<file path="src/hdl/fih_pkg.sv">
`timescale 1ns / 1ps
// ----------------------------------------------------------------------------
// fih_pkg: shared types and constants for the frame interval histogram
// Field widths, sequencer states, shared adder request and small helpers.
// ----------------------------------------------------------------------------
package fih_pkg;

    localparam int BUCKETS_DEF = 32;

    localparam int TS_W   = 31;
    localparam int MIN_W  = 14;
    localparam int TOT_W  = 48;
    localparam int CNT_W  = 32;
    localparam int BIDX_W = 6;
    localparam int LIM_W  = 10;

    localparam int S_TDATA_W = 32;
    localparam int M_TDATA_W = 208;
    localparam int M_PAD_W   = M_TDATA_W - (2 * TS_W + MIN_W + TOT_W + 2 * CNT_W
                                            + BIDX_W + LIM_W);

    localparam int                BUCKET_MS = 10;
    localparam logic [MIN_W-1:0]  MIN_START = MIN_W'(9999);

    localparam logic CMD_TICK   = 1'b0;
    localparam logic CMD_DUMP   = 1'b1;
    localparam logic ROW_TICK   = 1'b0;
    localparam logic ROW_BUCKET = 1'b1;

    typedef enum logic [3:0] {
        ST_IDLE,
        ST_DIFF,
        ST_MIN,
        ST_MAX,
        ST_TOT,
        ST_CNT,
        ST_HINC,
        ST_EMIT,
        ST_DUMP_RD,
        ST_DUMP_EMIT
    } fih_state_t;

    // one add or subtract on the shared adder
    typedef struct packed {
        logic [TOT_W-1:0] a;
        logic [TOT_W-1:0] b;
        logic             sub;
    } alu_req_t;

    // x / 10 for x < 640, by reciprocal multiply
    function automatic logic [BIDX_W-1:0] div10_small(input logic [9:0] x);
        logic [17:0] prod;
        prod = {8'b0, x} * 18'd205;
        return prod[16:11];
    endfunction

    // bucket upper bound: 10 * (i + 1)
    function automatic logic [LIM_W-1:0] bucket_limit(input logic [BIDX_W-1:0] i);
        logic [BIDX_W:0] inc;
        logic [10:0]     p;
        inc = {1'b0, i} + 7'd1;
        p   = {4'b0, inc} * 11'd10;
        return p[LIM_W-1:0];
    endfunction

endpackage

</file>
<file path="src/hdl/frame_interval_histogram.sv">
`timescale 1ns / 1ps
// ----------------------------------------------------------------------------
// frame_interval_histogram: frame interval statistics with histogram dump
// Tick requests update min/max/total/count and a bucket count; dump requests
// stream out every bucket, clear the histogram and arm a statistics restart.
// ----------------------------------------------------------------------------
//  channel | dir | ports                          | content
//  --------+-----+--------------------------------+---------------------------
//  s_      | in  | s_tvalid s_tready s_tdata      | tdata: timestamp_ms[30:0]
//          |     | s_tuser                        | tuser: command
//  m_      | out | m_tvalid m_tready m_tdata      | tdata: report / bucket row
//          |     | m_tuser m_tlast                | tuser: row_kind, tlast: last
//
//  A tick runs through the accept step and seven steps of the shared adder
//  sequence, the last one loading the output register.
//  A dump makes one memory read and one output load per bucket, through
//  the single histogram read port.
//  s_tready is high only while the sequencer is idle; an earlier result may
//  still sit in the output register. A stalled m_ side holds the sequencer
//  at its output step. Reset clears the histogram at once through per-bucket
//  valid bits, so no clearing pass is needed.
// ----------------------------------------------------------------------------
module frame_interval_histogram
    import fih_pkg::*;
#(
    parameter int BUCKETS = BUCKETS_DEF   // 2 .. 64
)
(
    input  logic                  aclk,
    input  logic                  aresetn,

    input  logic                  s_tvalid,
    output logic                  s_tready,
    // [30:0] timestamp_ms, [31] zero pad
    input  logic [S_TDATA_W-1:0]  s_tdata,
    // [0] command
    input  logic                  s_tuser,

    output logic                  m_tvalid,
    input  logic                  m_tready,
    // [30:0] interval_ms, [44:31] min_interval_ms, [75:45] max_interval_ms,
    // [123:76] total_ms, [155:124] frame_count, [161:156] bucket_index,
    // [171:162] bucket_limit_ms, [203:172] bucket_count, [207:204] zero pad
    output logic [M_TDATA_W-1:0]  m_tdata,
    // [0] row_kind
    output logic                  m_tuser,
    output logic                  m_tlast
);

    localparam int               IDX_W      = $clog2(BUCKETS);
    localparam logic [IDX_W-1:0] LAST_IDX   = IDX_W'(BUCKETS - 1);
    localparam logic [TS_W-1:0]  LAST_LIMIT = TS_W'(BUCKET_MS * (BUCKETS - 1));

    // sequencer
    fih_state_t state_reg, state_next;

    // statistics state
    logic                 restart_pending_reg;
    logic [TS_W-1:0]      prev_reg;
    logic [MIN_W-1:0]     min_reg;
    logic [TS_W-1:0]      max_reg;
    logic [TOT_W-1:0]     tot_reg;
    logic [CNT_W-1:0]     cnt_reg;
    logic [BUCKETS-1:0]   hist_valid_reg;

    // working registers of the current request
    logic [TS_W-1:0]      now_reg;
    logic [TS_W-1:0]      iv_reg;
    logic [IDX_W-1:0]     idx_reg;
    logic [CNT_W-1:0]     hcount_reg;

    // histogram memory, one read and one write port at idx_reg
    logic [CNT_W-1:0]     hist_mem [BUCKETS];
    logic [CNT_W-1:0]     hist_rd_reg;
    logic [CNT_W-1:0]     hist_cur;
    logic [CNT_W-1:0]     hist_new;

    // output register
    logic                 m_tvalid_reg;
    logic [M_TDATA_W-1:0] m_tdata_reg;
    logic                 m_tuser_reg;
    logic                 m_tlast_reg;

    // control
    logic                 in_fire;
    logic                 emit_ok;
    logic                 dump_last;
    logic                 out_load;
    logic                 out_last;
    logic                 out_kind;
    logic                 hist_we;
    logic                 s_tready_int;
    alu_req_t             alu_req;
    logic [TOT_W:0]       alu_sum;
    logic                 alu_carry;
    logic [IDX_W-1:0]     bkt_calc;
    logic [BIDX_W-1:0]    bidx;
    logic [BIDX_W-1:0]    bq;
    logic [M_TDATA_W-1:0] row_data;

    fih_alu u_alu (
        .req (alu_req),
        .sum (alu_sum)
    );

    assign alu_carry = alu_sum[TOT_W];
    assign in_fire   = s_tvalid && s_tready_int;
    // output register is free, or is emptied in this cycle
    assign emit_ok   = !m_tvalid_reg || m_tready;
    assign dump_last = (idx_reg == LAST_IDX);
    assign hist_cur  = hist_valid_reg[idx_reg] ? hist_rd_reg : '0;
    assign hist_new  = alu_sum[CNT_W] ? '1 : alu_sum[CNT_W-1:0];
    assign bidx      = BIDX_W'(idx_reg);

    // bucket of the current interval, long intervals go to the last bucket
    always_comb begin
        bq = div10_small(iv_reg[9:0]);
        if (iv_reg >= LAST_LIMIT) begin
            bkt_calc = LAST_IDX;
        end else begin
            bkt_calc = bq[IDX_W-1:0];
        end
    end

    // ---------------- sequencer: next state ----------------
    always_comb begin
        state_next = state_reg;
        case (state_reg)
            ST_IDLE: begin
                if (in_fire) begin
                    state_next = (s_tuser == CMD_DUMP) ? ST_DUMP_RD : ST_DIFF;
                end
            end
            ST_DIFF:    state_next = ST_MIN;
            ST_MIN:     state_next = ST_MAX;
            ST_MAX:     state_next = ST_TOT;   // memory read at idx_reg here
            ST_TOT:     state_next = ST_CNT;
            ST_CNT:     state_next = ST_HINC;
            ST_HINC:    state_next = ST_EMIT;
            ST_EMIT: begin
                if (emit_ok) begin
                    state_next = ST_IDLE;
                end
            end
            ST_DUMP_RD: state_next = ST_DUMP_EMIT;
            ST_DUMP_EMIT: begin
                if (emit_ok) begin
                    state_next = dump_last ? ST_IDLE : ST_DUMP_RD;
                end
            end
            default:    state_next = ST_IDLE;
        endcase
    end

    // ---------------- sequencer: outputs ----------------
    always_comb begin
        s_tready_int = 1'b0;
        hist_we      = 1'b0;
        out_load     = 1'b0;
        out_last     = 1'b1;
        out_kind     = ROW_TICK;
        alu_req      = '0;
        case (state_reg)
            ST_IDLE: begin
                s_tready_int = 1'b1;
            end
            ST_DIFF: begin
                alu_req.a   = TOT_W'(now_reg);
                alu_req.b   = TOT_W'(prev_reg);
                alu_req.sub = 1'b1;
            end
            ST_MIN: begin
                alu_req.a   = TOT_W'(iv_reg);
                alu_req.b   = TOT_W'(min_reg);
                alu_req.sub = 1'b1;
            end
            ST_MAX: begin
                alu_req.a   = TOT_W'(max_reg);
                alu_req.b   = TOT_W'(iv_reg);
                alu_req.sub = 1'b1;
            end
            ST_TOT: begin
                alu_req.a = tot_reg;
                alu_req.b = TOT_W'(iv_reg);
            end
            ST_CNT: begin
                alu_req.a = TOT_W'(cnt_reg);
                alu_req.b = TOT_W'(1);
            end
            ST_HINC: begin
                alu_req.a = TOT_W'(hist_cur);
                alu_req.b = TOT_W'(1);
                hist_we   = 1'b1;
            end
            ST_EMIT: begin
                out_load = emit_ok;
            end
            ST_DUMP_EMIT: begin
                out_load = emit_ok;
                out_last = dump_last;
                out_kind = ROW_BUCKET;
            end
            default: begin
            end
        endcase
    end

    // ---------------- statistics state ----------------
    always_ff @(posedge aclk) begin
        if (!aresetn) begin
            state_reg           <= ST_IDLE;
            restart_pending_reg <= 1'b1;
            prev_reg            <= '0;
            min_reg             <= MIN_START;
            max_reg             <= '0;
            tot_reg             <= '0;
            cnt_reg             <= '0;
            hist_valid_reg      <= '0;
        end else begin
            state_reg <= state_next;
            case (state_reg)
                ST_IDLE: begin
                    // restart: the first tick after reset or a dump sees a zero interval
                    if (in_fire && s_tuser == CMD_TICK && restart_pending_reg) begin
                        restart_pending_reg <= 1'b0;
                        prev_reg            <= s_tdata[TS_W-1:0];
                        min_reg             <= MIN_START;
                        max_reg             <= '0;
                        tot_reg             <= '0;
                        cnt_reg             <= '0;
                    end
                end
                ST_DIFF: prev_reg <= now_reg;
                ST_MIN: begin
                    if (!alu_carry) begin
                        min_reg <= iv_reg[MIN_W-1:0];
                    end
                end
                ST_MAX: begin
                    if (!alu_carry) begin
                        max_reg <= iv_reg;
                    end
                end
                ST_TOT: tot_reg <= alu_carry ? '1 : alu_sum[TOT_W-1:0];
                ST_CNT: cnt_reg <= alu_sum[CNT_W] ? '1 : alu_sum[CNT_W-1:0];
                ST_HINC: hist_valid_reg[idx_reg] <= 1'b1;
                ST_DUMP_EMIT: begin
                    if (emit_ok) begin
                        hist_valid_reg[idx_reg] <= 1'b0;
                        if (dump_last) begin
                            restart_pending_reg <= 1'b1;
                        end
                    end
                end
                default: begin
                end
            endcase
        end
    end

    // ---------------- working registers ----------------
    always_ff @(posedge aclk) begin
        case (state_reg)
            ST_IDLE: begin
                if (in_fire) begin
                    now_reg <= s_tdata[TS_W-1:0];
                    idx_reg <= '0;
                end
            end
            // negative interval clamps to zero (no carry means now < prev)
            ST_DIFF: iv_reg <= alu_carry ? alu_sum[TS_W-1:0] : '0;
            ST_MIN:  idx_reg <= bkt_calc;
            ST_HINC: hcount_reg <= hist_new;
            ST_DUMP_EMIT: begin
                if (emit_ok && !dump_last) begin
                    idx_reg <= idx_reg + 1'b1;
                end
            end
            default: begin
            end
        endcase
    end

    // ---------------- histogram memory ----------------
    always_ff @(posedge aclk) begin
        if (hist_we) begin
            hist_mem[idx_reg] <= hist_new;
        end
        hist_rd_reg <= hist_mem[idx_reg];
    end

    // ---------------- result row ----------------
    always_comb begin
        if (state_reg == ST_EMIT) begin
            row_data = {{M_PAD_W{1'b0}}, hcount_reg, bucket_limit(bidx), bidx,
                        cnt_reg, tot_reg, max_reg, min_reg, iv_reg};
        end else begin
            row_data = {{M_PAD_W{1'b0}}, hist_cur, bucket_limit(bidx), bidx,
                        {CNT_W{1'b0}}, {TOT_W{1'b0}}, {TS_W{1'b0}},
                        {MIN_W{1'b0}}, {TS_W{1'b0}}};
        end
    end

    always_ff @(posedge aclk) begin
        if (!aresetn) begin
            m_tvalid_reg <= 1'b0;
        end else if (out_load) begin
            m_tvalid_reg <= 1'b1;
        end else if (m_tready) begin
            m_tvalid_reg <= 1'b0;
        end
    end

    always_ff @(posedge aclk) begin
        if (out_load) begin
            m_tdata_reg <= row_data;
            m_tuser_reg <= out_kind;
            m_tlast_reg <= out_last;
        end
    end

    assign s_tready = s_tready_int;
    assign m_tvalid = m_tvalid_reg;
    assign m_tdata  = m_tdata_reg;
    assign m_tuser  = m_tuser_reg;
    assign m_tlast  = m_tlast_reg;

    // ---------------- assertions ----------------
    a_load_free: assert property (@(posedge aclk) disable iff (!aresetn)
        out_load |-> (!m_tvalid_reg || m_tready))
        else $error("output register loaded while holding a pending result");

    a_min_range: assert property (@(posedge aclk) disable iff (!aresetn)
        min_reg <= MIN_START)
        else $error("minimum above its start value");

    a_min_le_max: assert property (@(posedge aclk) disable iff (!aresetn)
        (state_reg == ST_EMIT) |-> (TS_W'(min_reg) <= max_reg))
        else $error("tick report with minimum above maximum");

    a_dump_end: assert property (@(posedge aclk) disable iff (!aresetn)
        (state_reg == ST_DUMP_EMIT && emit_ok && dump_last)
        |=> (restart_pending_reg && hist_valid_reg == '0 && state_reg == ST_IDLE))
        else $error("dump did not clear histogram and arm restart");

    a_tick_single: assert property (@(posedge aclk) disable iff (!aresetn)
        (in_fire && s_tuser == CMD_TICK) |=> (state_reg == ST_DIFF && !restart_pending_reg))
        else $error("tick did not start the update sequence");

endmodule

</file>
<file path="src/hdl/fih_alu.sv">
`timescale 1ns / 1ps
// ----------------------------------------------------------------------------
// fih_alu: shared adder / subtractor
// 48-bit add or subtract with carry out; carry set on subtract means a >= b.
// ----------------------------------------------------------------------------
module fih_alu
    import fih_pkg::*;
(
    input  alu_req_t           req,
    output logic [TOT_W:0]     sum
);

    logic [TOT_W-1:0] b_eff;

    assign b_eff = req.sub ? ~req.b : req.b;
    assign sum   = {1'b0, req.a} + {1'b0, b_eff} + {{TOT_W{1'b0}}, req.sub};

endmodule
</file>
<file path="config.mk">
export PLATFORM = sky130hd
export DESIGN_NAME = frame_interval_histogram
export DESIGN_NICKNAME = d
export VERILOG_FILES = /design/src/hdl/fih_pkg.sv /design/src/hdl/frame_interval_histogram.sv /design/src/hdl/fih_alu.sv
export SDC_FILE = /design/constraint.sdc
export NUM_CORES = 2
export LEC_CHECK = 0
export BUFFER_PORTS_ARGS = -buffer_cell sky130_fd_sc_hd__buf_4
export CORE_MARGIN = 2
export CORE_UTILIZATION = 45
export CTS_CLUSTER_SIZE = 10
export DETAILED_ROUTE_END_ITERATION = 6
export PLACE_DENSITY = 0.7
export SYNTH_ARGS = -nofsm -noshare
export SYNTH_HDL_FRONTEND = slang
export SYNTH_HIERARCHICAL = 1
export SYNTH_SLANG_ARGS = --single-unit
</file>
<file path="constraint.sdc">
create_clock -name aclk -period 21.9 [get_ports aclk]
set_input_delay 4.38 -clock aclk [delete_from_list [all_inputs] [get_ports aclk]]
set_output_delay 4.38 -clock aclk [all_outputs]
set_load 0.005 [all_outputs]
</file>
==> results.cfg <==
[outcome]
outcome = completed

[worst_setup_path]
cp_top_family = compound AO/OA/AOI/OAI gates
worstSetupStartpointType = flip-flop
worstPathMaxFanout = 62
cp_num_buf_inv = 6
path_class = reg -> reg
end_kind = flip-flop
cpPeakStageDelay_ns = 0.84
crit_slowest_cell = buf_4
required_ns = 22.61
crit_path_frequent_cell = buf_4
arrival_ns = 9.47

[power]
power_density_nw_per_um2 = 153
p_leak_nw = 25.2
power_w = 0.0113
vdd_ir_drop_max_mv = 0.113

[place]
numPortBuffers = 241
gp_congestion = 0.938
hpwl_mm = 96.7

[timing]
fmax_mhz = 114
clock_skew_ns = 0.0296
post-route-period-util_pct = 40.0
drv_slew = 0
slew_headroom_pct = 18.8
finalHoldViolCount = 0
timing.final.crit_period_ns = 8.76
rsz0062_at_grt = no
tns_ns = 0
worst_pin_slew_ns = 1.19
setup_viol = 0

[yosys]
ys_seq_area_share_pct = 68.5
synth_edf_count = 1327
yosys-top-cells-count = 1,327 x edfxtp_1, 264 x mux4_2, 226 x dfxtp_1
synth_cell_types = 84
yosysWarningCount = 6
syn_inst = 4060
synth_most_common_cell = edfxtp_1
ys.flop_type = edfxtp_1
synth_top_area_share_pct = 61.5
synth-async-reset-ratio_pct = 0
synth_area_um2 = 64800
synth_area_leaders = edfxtp_1 62%, mux4_2 9.2%, dfxtp_1 7.0%
synth_top_cell_by_area = edfxtp_1
synth.avg_cell_area_um2 = 16.0
ys_ff_latch = 1553

[job]
max_cap_viol_count = 0

[global_routing]
grt_pass1_vias = 37159
antenna_found_initial = 1
grt_start_max_net_pins = 112
grt_overflow_total = 0
track_usage_pct = 23.1
grt_pass1_wl_mm = 249

[routing]
vias_per_cell = 5.98
drt_iter0_markers = 4939
drtPass1Iterations = 6
vias = 37992
wl_mm = 171
wl_per_cell_um = 26.9
ant_nets = 0
drcViolationCount = 0

[clocking]
holdBufCountCts = 0
cts_made_buffers = 174
clock-sinks = 1553
cts_setup_buffers = 0
cts_root_buf = clkbuf_16
htree_levels = 4
path_clk_slew_ns = 0.06
insertion_delay_ns = 0.79
tritoncts = built
cts_buffer_depth = 3
cts_resized = 0

[floorplan]
rows = 139
die-area_um2 = 147000
pin_count = 249
fp.coreArea_um2 = 143000
start_util_pct = 45.2
dieHeight_um = 383
die_x_um = 383

[finish]
area.growth.synth_to_final_pct = 14.0
drive_gt1_share_pct = 20.3
fin_nets = 4482
n_fill_cell = 11472
largest_register_ffs = 1024

[worst_hold_path]
hp-class = reg -> reg
-- routing by layer --
| layer | vias to the layer above | track usage [%] | wire length (um) |
|---|---|---|---|
| li1 | 16303 | - | - |
| met1 | 19329 | 31.5 | 66900 |
| met2 | 2058 | 37.2 | 81600 |
| met3 | 302 | 4.19 | 16900 |
| met4 | 0 | 8.13 | 5480 |
| met5 | - | 0 | 0 |
-- power by group --
part / internal (W) / leakage [nW] / total [W] / switching, W
Sequential: 0.00450 / 13.6 / 0.00470 / 0.000206
Clock: 0.00152 / 2.43 / 0.00265 / 0.00112
Combinational: 0.00125 / 9.12 / 0.00398 / 0.00273
Total: 0.00727 / 25.2 / 0.0113 / 0.00406
-- cell families (layout without fill, tap and decap cells) --
group	Yosys count	in the layout	synth area share, %
simple gates	830	830	6.85
mux	302	302	9.78
other cells	1	24	0.00579
buf+inv	385	757	2.39
flops	1553	1553	68.5
compound gates	754	754	8.35
xor+xnor	107	107	1.45
fa+ha+maj	128	128	2.68
-- tightest hold or removal path, stage by stage (launching register included) --
cell and delay, ns:
dfxtp_1 0.30, o21ai_0 0.06, a21boi_0 0.07
-- per-stage QoR --
stage	hold slack (ns)	instance area, um2	setup WS [ns]	util (%)	std cells
after floorplan	0.450	64900	1.55	-	4082
after CTS	0.479	73800	13.09	51.5	6357
after detailed placement	0.471	68700	13.14	48.0	6044
final	0.483	73800	13.14	51.5	6358
after global placement	0.462	68700	13.24	48.0	6044
after global routing	0.504	73800	12.54	51.5	6357
-- final timing paths --
path               from     endpoint  slack [ns]  cells past startpoint
max          idx_reg[0]  max_reg[30]       13.14                     25
min reg2reg   flip-flop    flip-flop        0.48                      2
min           flip-flop    flip-flop        0.48                      2
max reg2reg  idx_reg[0]  max_reg[30]       13.14                     25
-- cell usage in the layout (no fill, tap or decap), drive strengths merged, types with 105 or more instances in the layout --
cell and count:
edfxtp 1327, buf 324, clkbuf 301, mux4 264
dfxtp 226, and2 224, nand2 176, a22oi 171
inv 126, a21oi 115, ha 110, nand3 109
nor2 108, a21boi 106, o21ai 105
-- cell type report --
| type | instances | area, um2 | area share, % |
|---|---|---|---|
| antenna | 1 | 2.50 | 0.00339 |
| clock buffer | 301 | 4940 | 6.68 |
| clock inverter | 12 | 171 | 0.232 |
| inverter | 120 | 452 | 0.612 |
| multi-input combinational | 2144 | 19100 | 25.9 |
| sequential | 1553 | 44400 | 60.1 |
| tap | 1903 | 2380 | 3.22 |
| timing repair buffer | 324 | 2430 | 3.29 |
Power figures use the tool's default switching activity.
